File: config.mk
export PLATFORM = sky130hd
export DESIGN_NAME = taie_div
export DESIGN_NICKNAME = d
export VERILOG_FILES = /design/src/hdl/two_address_instruction_executor_top_defines.svh /design/src/hdl/taie_pkg.sv /design/src/hdl/taie_div.sv
export SDC_FILE = /design/constraint.sdc
export NUM_CORES = 1
export LEC_CHECK = 0
export BUFFER_PORTS_ARGS = -buffer_cell sky130_fd_sc_hd__clkbuf_2
export CAP_MARGIN = 5
export CORE_MARGIN = 2
export CORE_UTILIZATION = 45
export CTS_CLUSTER_DIAMETER = 150
export DETAILED_ROUTE_END_ITERATION = 6
export PLACE_DENSITY_LB_ADDON = 0.05
export RECOVER_POWER = 50
export SYNTH_ARGS = -nofsm -noshare
export SYNTH_HDL_FRONTEND = slang
export SYNTH_SLANG_ARGS = --single-unit
export TNS_END_PERCENT = 5
File: constraint.sdc
create_clock -name clk_i -period 5.2 [get_ports clk_i]
set_input_delay 1.04 -clock clk_i [delete_from_list [all_inputs] [get_ports clk_i]]
set_output_delay 1.04 -clock clk_i [all_outputs]
set_load 0.01 [all_outputs]
File: src/hdl/two_address_instruction_executor_top_defines.svh
// Assertion macros for the instruction executor.
`ifndef TWO_ADDRESS_INSTRUCTION_EXECUTOR_TOP_DEFINES_SVH
`define TWO_ADDRESS_INSTRUCTION_EXECUTOR_TOP_DEFINES_SVH
`ifndef NO_ASSERTIONS
`define TAIE_ASSERT(lbl, clk, rst_n, prop) \
  lbl: assert property (@(posedge clk) disable iff (!rst_n) prop) else $error("assertion failed");
`define TAIE_ASSERT_NORST(lbl, clk, prop) \
  lbl: assert property (@(posedge clk) prop) else $error("assertion failed");
`else
`define TAIE_ASSERT(lbl, clk, rst_n, prop)
`define TAIE_ASSERT_NORST(lbl, clk, prop)
`endif
`endif

File: src/hdl/taie_pkg.sv
package taie_pkg;
  localparam int unsigned MemDepthDef   = 1024;
  localparam int unsigned StackDepthDef = 256;
  localparam int unsigned NumRegsDef    = 8;
  localparam int unsigned WordBitsDef   = 32;

  localparam logic [4:0] OpMov  = 5'd0;
  localparam logic [4:0] OpAdd  = 5'd1;
  localparam logic [4:0] OpSub  = 5'd2;
  localparam logic [4:0] OpMul  = 5'd3;
  localparam logic [4:0] OpDiv  = 5'd4;
  localparam logic [4:0] OpAnd  = 5'd5;
  localparam logic [4:0] OpOr   = 5'd6;
  localparam logic [4:0] OpXor  = 5'd7;
  localparam logic [4:0] OpXnor = 5'd8;
  localparam logic [4:0] OpInc  = 5'd9;
  localparam logic [4:0] OpDec  = 5'd10;
  localparam logic [4:0] OpPush = 5'd12;
  localparam logic [4:0] OpPop  = 5'd13;
  localparam logic [4:0] OpCmp  = 5'd17;
  localparam logic [4:0] OpTest = 5'd18;
  localparam logic [4:0] OpNot  = 5'd19;
  localparam logic [4:0] OpShl  = 5'd23;
  localparam logic [4:0] OpShr  = 5'd24;

  localparam logic [2:0] StOk       = 3'd0;
  localparam logic [2:0] StImmDest  = 3'd1;
  localparam logic [2:0] StBadMode  = 3'd2;
  localparam logic [2:0] StDivZero  = 3'd3;
  localparam logic [2:0] StOverflow = 3'd4;
  localparam logic [2:0] StUnderflw = 3'd5;

  localparam logic [1:0] KNone = 2'd0;
  localparam logic [1:0] KReg  = 2'd1;
  localparam logic [1:0] KMem  = 2'd2;
  localparam logic [1:0] KImm  = 2'd3;

  function automatic logic [1:0] dest_kind(input logic [3:0] mode);
    case (mode)
      4'd0, 4'd1, 4'd3, 4'd7: dest_kind = KReg;
      4'd4, 4'd5, 4'd8:       dest_kind = KMem;
      4'd2, 4'd6, 4'd9:       dest_kind = KImm;
      default:                dest_kind = KNone;
    endcase
  endfunction

  function automatic logic [1:0] src_kind(input logic [3:0] mode);
    case (mode)
      4'd0, 4'd2, 4'd5:       src_kind = KReg;
      4'd3:                   src_kind = KMem;
      4'd1, 4'd4, 4'd6:       src_kind = KImm;
      default:                src_kind = KNone;
    endcase
  endfunction

  typedef struct packed {
    logic       start;
    logic       is_signed_div;
  } div_ctrl_t;
endpackage

File: src/hdl/taie_div.sv
module taie_div import taie_pkg::*; #(
  parameter int unsigned WordBits = WordBitsDef
) (
  input  logic                clk_i,
  input  logic                rst_ni,
  input  logic                start_i,
  input  logic [WordBits-1:0] num_i,
  input  logic [WordBits-1:0] den_i,
  output logic                done_o,
  output logic [WordBits-1:0] quot_o
);
  localparam int unsigned CntBits = $clog2(WordBits + 1);
  logic                busy_q, busy_d, done_q, done_d, neg_q, neg_d;
  logic [CntBits-1:0]  cnt_q, cnt_d;
  logic [WordBits-1:0] quo_q, quo_d, rem_q, rem_d, den_q, den_d;
  logic [WordBits:0]   trial;
  logic [WordBits-1:0] na, nb;

  always_comb begin
    na = num_i[WordBits-1] ? (~num_i + 1'b1) : num_i;
    nb = den_i[WordBits-1] ? (~den_i + 1'b1) : den_i;
    trial = {rem_q, quo_q[WordBits-1]} - {1'b0, den_q};
    busy_d = busy_q;
    done_d = 1'b0;
    neg_d  = neg_q;
    cnt_d  = cnt_q;
    quo_d  = quo_q;
    rem_d  = rem_q;
    den_d  = den_q;
    if (start_i) begin
      busy_d = 1'b1;
      neg_d  = num_i[WordBits-1] ^ den_i[WordBits-1];
      cnt_d  = CntBits'(WordBits);
      quo_d  = na;
      rem_d  = '0;
      den_d  = nb;
    end else if (busy_q) begin
      if (!trial[WordBits]) begin
        rem_d = trial[WordBits-1:0];
        quo_d = {quo_q[WordBits-2:0], 1'b1};
      end else begin
        rem_d = {rem_q[WordBits-2:0], quo_q[WordBits-1]};
        quo_d = {quo_q[WordBits-2:0], 1'b0};
      end
      cnt_d = cnt_q - 1'b1;
      if (cnt_q == CntBits'(1)) begin
        busy_d = 1'b0;
        done_d = 1'b1;
      end
    end
  end

  always_ff @(posedge clk_i or negedge rst_ni) begin
    if (!rst_ni) begin
      busy_q <= 1'b0;
      done_q <= 1'b0;
      cnt_q  <= '0;
    end else begin
      busy_q <= busy_d;
      done_q <= done_d;
      cnt_q  <= cnt_d;
    end
  end

  always_ff @(posedge clk_i) begin
    neg_q <= neg_d;
    quo_q <= quo_d;
    rem_q <= rem_d;
    den_q <= den_d;
  end

  assign done_o = done_q;
  assign quot_o = neg_q ? (~quo_q + 1'b1) : quo_q;
endmodule

==> results.txt <==
----------------------------------------------------
[Final layout]
  Number of antenna repair diodes ... 0
  Number of fillers in the final layout ... 1,681
  Net count reported at finish ... 1,100
  Synthesis-to-layout area growth ... 12.3%
  Filler-free cell count of the finished design ... 1,225
  Layout Cell Area excl Fill ... 8790 um2
  Share of layout cells above drive strength 1 ... 12.9%

[STA]
  Final critical-path required period ... 4740 ps
  Final Skew ... 6.02 ps
  Slew margin rel. ... -74.5%
  Count of final setup violators ... 0
  Tcrit/Tclk final ... 91.2%
  TNS Setup ... 0 ps
  Hold violation count in the final report ... 0
  Slew of the pin with the lowest slew margin ... 2620 ps
  Peak Freq ... 0.211 GHz
  Number of pins with negative max-slew slack in the final report ... 84
  Unrepaired setup endpoints after global routing ... no

[Routing]
  Antenna-violating nets left ... 0
  Number of iterations in the first detailed-routing pass ... 5
  Total DRC errors in the routed layout ... 0
  Count of routing violations after the opening detailed-route iteration ... 349
  Vias/cell ... 5.40
  Routed wire length ... 17.5 mm
  Via Count ... 6,609
  Routed wire length per instance ... 14.3 um

[Pwr]
  Switching fraction of total power ... 32.0%
  Clock network power share ... 27.7%
  NetSw ... 0.829 mW
  Pwr per Cell Area ... 295 nW/um2
  LEAKAGE ... 3.53 nW
  Cell-internal power ... 1.76 mW
  Worst voltage drop across the vdd grid ... 0.156 mV
  Comb power frac ... 29.3%
  Share of total power in sequential cells ... 43.0%

[Yosys]
  Multiplexer fraction of the synthesized cell area ... 0.543%
  Proportion of register bits with asynchronous set or reset after synthesis ... 7.62%
  Net count of the mapped netlist ... 1,028
  Top post-synthesis cells by count ... sky130_fd_sc_hd__nand2_1 (114), sky130_fd_sc_hd__nor2_1 (88), sky130_fd_sc_hd__xnor2_1 (77)
  Largest family of logic cells by synthesized area ... simple AND/OR/NAND/NOR gates
  Post-synthesis sequential area ratio ... 35.6%
  Area share of the largest cell type after synthesis ... 24.9%
  Netlist area before placement ... 7830 um2
  Total number of yosys warnings ... 0
  Synth Area per Inst ... 8.49 um2
  Basic-gate share of the synthesized area counting and, or, nand and nor cells ... 20.1%
  XOR/XNOR share of the synthesized area ... 13.1%
  Post-synthesis share of cell area spent on full adders, half adders and majority gates ... 6.17%
  Cell with the most instances after synthesis ... sky130_fd_sc_hd__nand2_1
  Synth Flop Type ... sky130_fd_sc_hd__edfxtp_1
  Dominant cell type by area after synthesis ... sky130_fd_sc_hd__edfxtp_1
  Number of enable-type register cells in the synthesized netlist ... 65
  Library cells used by synthesis ... 67
  Compound-Gate Fraction of Synth Area ... 19.8%
  Register bit total from synthesis ... 105
  Cell count after synthesis ... 923
  Top post-synthesis cells by area ... sky130_fd_sc_hd__edfxtp_1 (25%), sky130_fd_sc_hd__xnor2_1 (8.6%), sky130_fd_sc_hd__dfxtp_1 (8.2%), sky130_fd_sc_hd__ha_1 (5.9%), sky130_fd_sc_hd__nand2_1 (5.5%)

[GRT]
  Global-route wire length before repair ... 28.7 mm
  Vias in the first global route ... 5,973
  Total track usage ... 19.3%
  Maximum number of pins on one net before global-route repair ... 91
  Antenna violations before repair ... 0
  Sum of overflow across all layers after global routing ... 0

[Floorplanning]
  Die Y-Extent ... 136 um
  Total I/O pin count ... 100
  Placeable core region ... 17,200 um2
  Total Die Area ... 18,500 um2
  Die X ... 136 um
  Initial standard-cell utilization of the core ... 45.6%
  Number of placement rows ... 48

[Worst setup path]
  Reg2Reg Setup Slack ... 1330 ps
  Critical path endpoint category ... primary output
  Reg2reg path depth ... 13
  Kind of critical path ... reg2out
  Endpoint arrival time on the critical path ... 3700 ps
  Worst path required time ... 4160 ps
  Reg-to-Reg Start ... quo_q[31]
  Crit path from ... quo_q[5]
  Maximum fanout along the worst path ... 4
  Worst Setup Start Kind ... register
  FF-to-FF End ... rem_q[29]

[Flow run]
  Maximum capacitance violations ... 2

[Clock tree]
  CTS-repair resized insts ... 0
  Root buffer cell ... sky130_fd_sc_hd__clkbuf_16
  Register clock-pin slew on the reported worst setup and hold paths ... 70 ps
  # Post-CTS Setup Buffers ... 0
  CTS tree ... built
  Buffers from clock root to sink, at most ... 2
  Number of buffers created by CTS ... 9
  Clock tree sinks ... 105
  Number of buffers added to fix hold violations after cts ... 0
  Clock latency of the later-clocked register in the worst-skew pair ... 350 ps
  H-tree depth reported by CTS ... 3

[Placed design]
  Input/output buffers ... 99
  Post-DP HPWL ... 13.1 mm
  RePlAce Congestion ... 0.828
  Cell Count Post-Placement ... 1,209
  Post-placement cell area ... 8500 um2

[Worst hold path]
  Endpoint with the worst hold slack ... rem_q[21]
  Hold path depth ... 2
  Type of the tightest min-delay check ... reg2reg
  Worst hold path startpoint ... rem_q[21]

[Status]
  Violations in the final reports ... capacitance limit, slew limit
  Status ... complete, but fails checks

----------------------------------------------------
[stage by stage]
| step | power (mW) | setup WS [ps] | hold WS, ps | utilization, % |
|---|---|---|---|---|
| 5_1_grt | 2.75 | 269 | 514 | 51.2 |
| 2_1_floorplan | 1.66 | 1090 | 464 | - |
| 6_report | 2.59 | 456 | 503 | 51.2 |
| 4_1_cts | 2.62 | 417 | 500 | 51.3 |
| 3_3_place_gp | 1.89 | 857 | 490 | 49.5 |
| 3_5_place_dp | 1.89 | 812 | 493 | 49.5 |
[flip-flops by register name, summed over array words and instances (netlist names)]
name    cells
rem_q      32
den_q      32
quo_q      32
neg_q       1
done_o      1
cnt_q       6
busy_q      1
[layer usage]
layer | part of all wire [%] | vias up | GRT usage [%]
met2 | 46 | 125 | 31.8
met3 | 4.2 | 11 | 3.54
met1 | 49 | 3011 | 26.5
li1 | - | 3462 | -
met5 | 0 | - | 0
met4 | 1.1 | 0 | 4.28
[cell type report]
type | instances | area [um2] | area share [%]
clock buffers | 10 | 229 | 2.60
clock inverters | 6 | 82.6 | 0.939
inverters | 49 | 184 | 2.09
multi-input cells | 724 | 4690 | 53.3
flip-flops and latches | 105 | 2790 | 31.8
well taps | 225 | 282 | 3.20
repair buffers | 106 | 537 | 6.10
[kinds of logic after synthesis]
logic type / after synthesis
simple gates: 326
buf+inv: 94
fa+ha+maj: 38
mux: 4
compound gates: 239
flops: 105
xor+xnor: 117
[cell usage in the layout, fill, tap and decap left out, drive strengths merged, types with 6 or more instances in the layout]
cell	n
nand2	115
o211ai	6
or3	14
clkbuf	110
nor2	88
edfxtp	65
a21oi	69
dfxtp	32
a311oi	23
a21o	20
o41ai	9
nand3	17
nor3	20
nand2b	17
o21ai	53
buf	6
inv	49
or4	18
dfrtp	8
xnor2	77
nor2b	6
o31ai	27
ha	37
xor2	40
nand3b	6
[critical path, cell delays in order (launching register included)]
cell,delay (ps)
sky130_fd_sc_hd__edfxtp_1,460
sky130_fd_sc_hd__nor4_4,340
sky130_fd_sc_hd__nand2_2,100
sky130_fd_sc_hd__or3_4,390
sky130_fd_sc_hd__or3_4,400
sky130_fd_sc_hd__or4_4,500
sky130_fd_sc_hd__or4_4,450
sky130_fd_sc_hd__or2_4,280
sky130_fd_sc_hd__o21ai_2,130
sky130_fd_sc_hd__xnor2_1,140
sky130_fd_sc_hd__clkbuf_2,150
[worst max path at each step]
stage               cells after the start  slack, ps    endpoint
finish                                 10        460  quot_o[30]
global route                           10        270  quot_o[30]
CTS                                    10        420  quot_o[30]
detailed placement                     10        810  quot_o[30]
global placement                       10        860  quot_o[30]
floorplan                               9       1090  quot_o[28]
[power groups by stage]
stage | Clock [mW] | Sequential, mW | Combinational (mW)
6_report | 0.718 | 1.11 | 0.760
3_5_place_dp | 0 | 1.13 | 0.763
3_3_place_gp | 0 | 1.13 | 0.761
2_1_floorplan | 0 | 1.10 | 0.562
4_1_cts | 0.744 | 1.11 | 0.767
5_1_grt | 0.768 | 1.13 | 0.857
(Power assumes the default switching activity.)
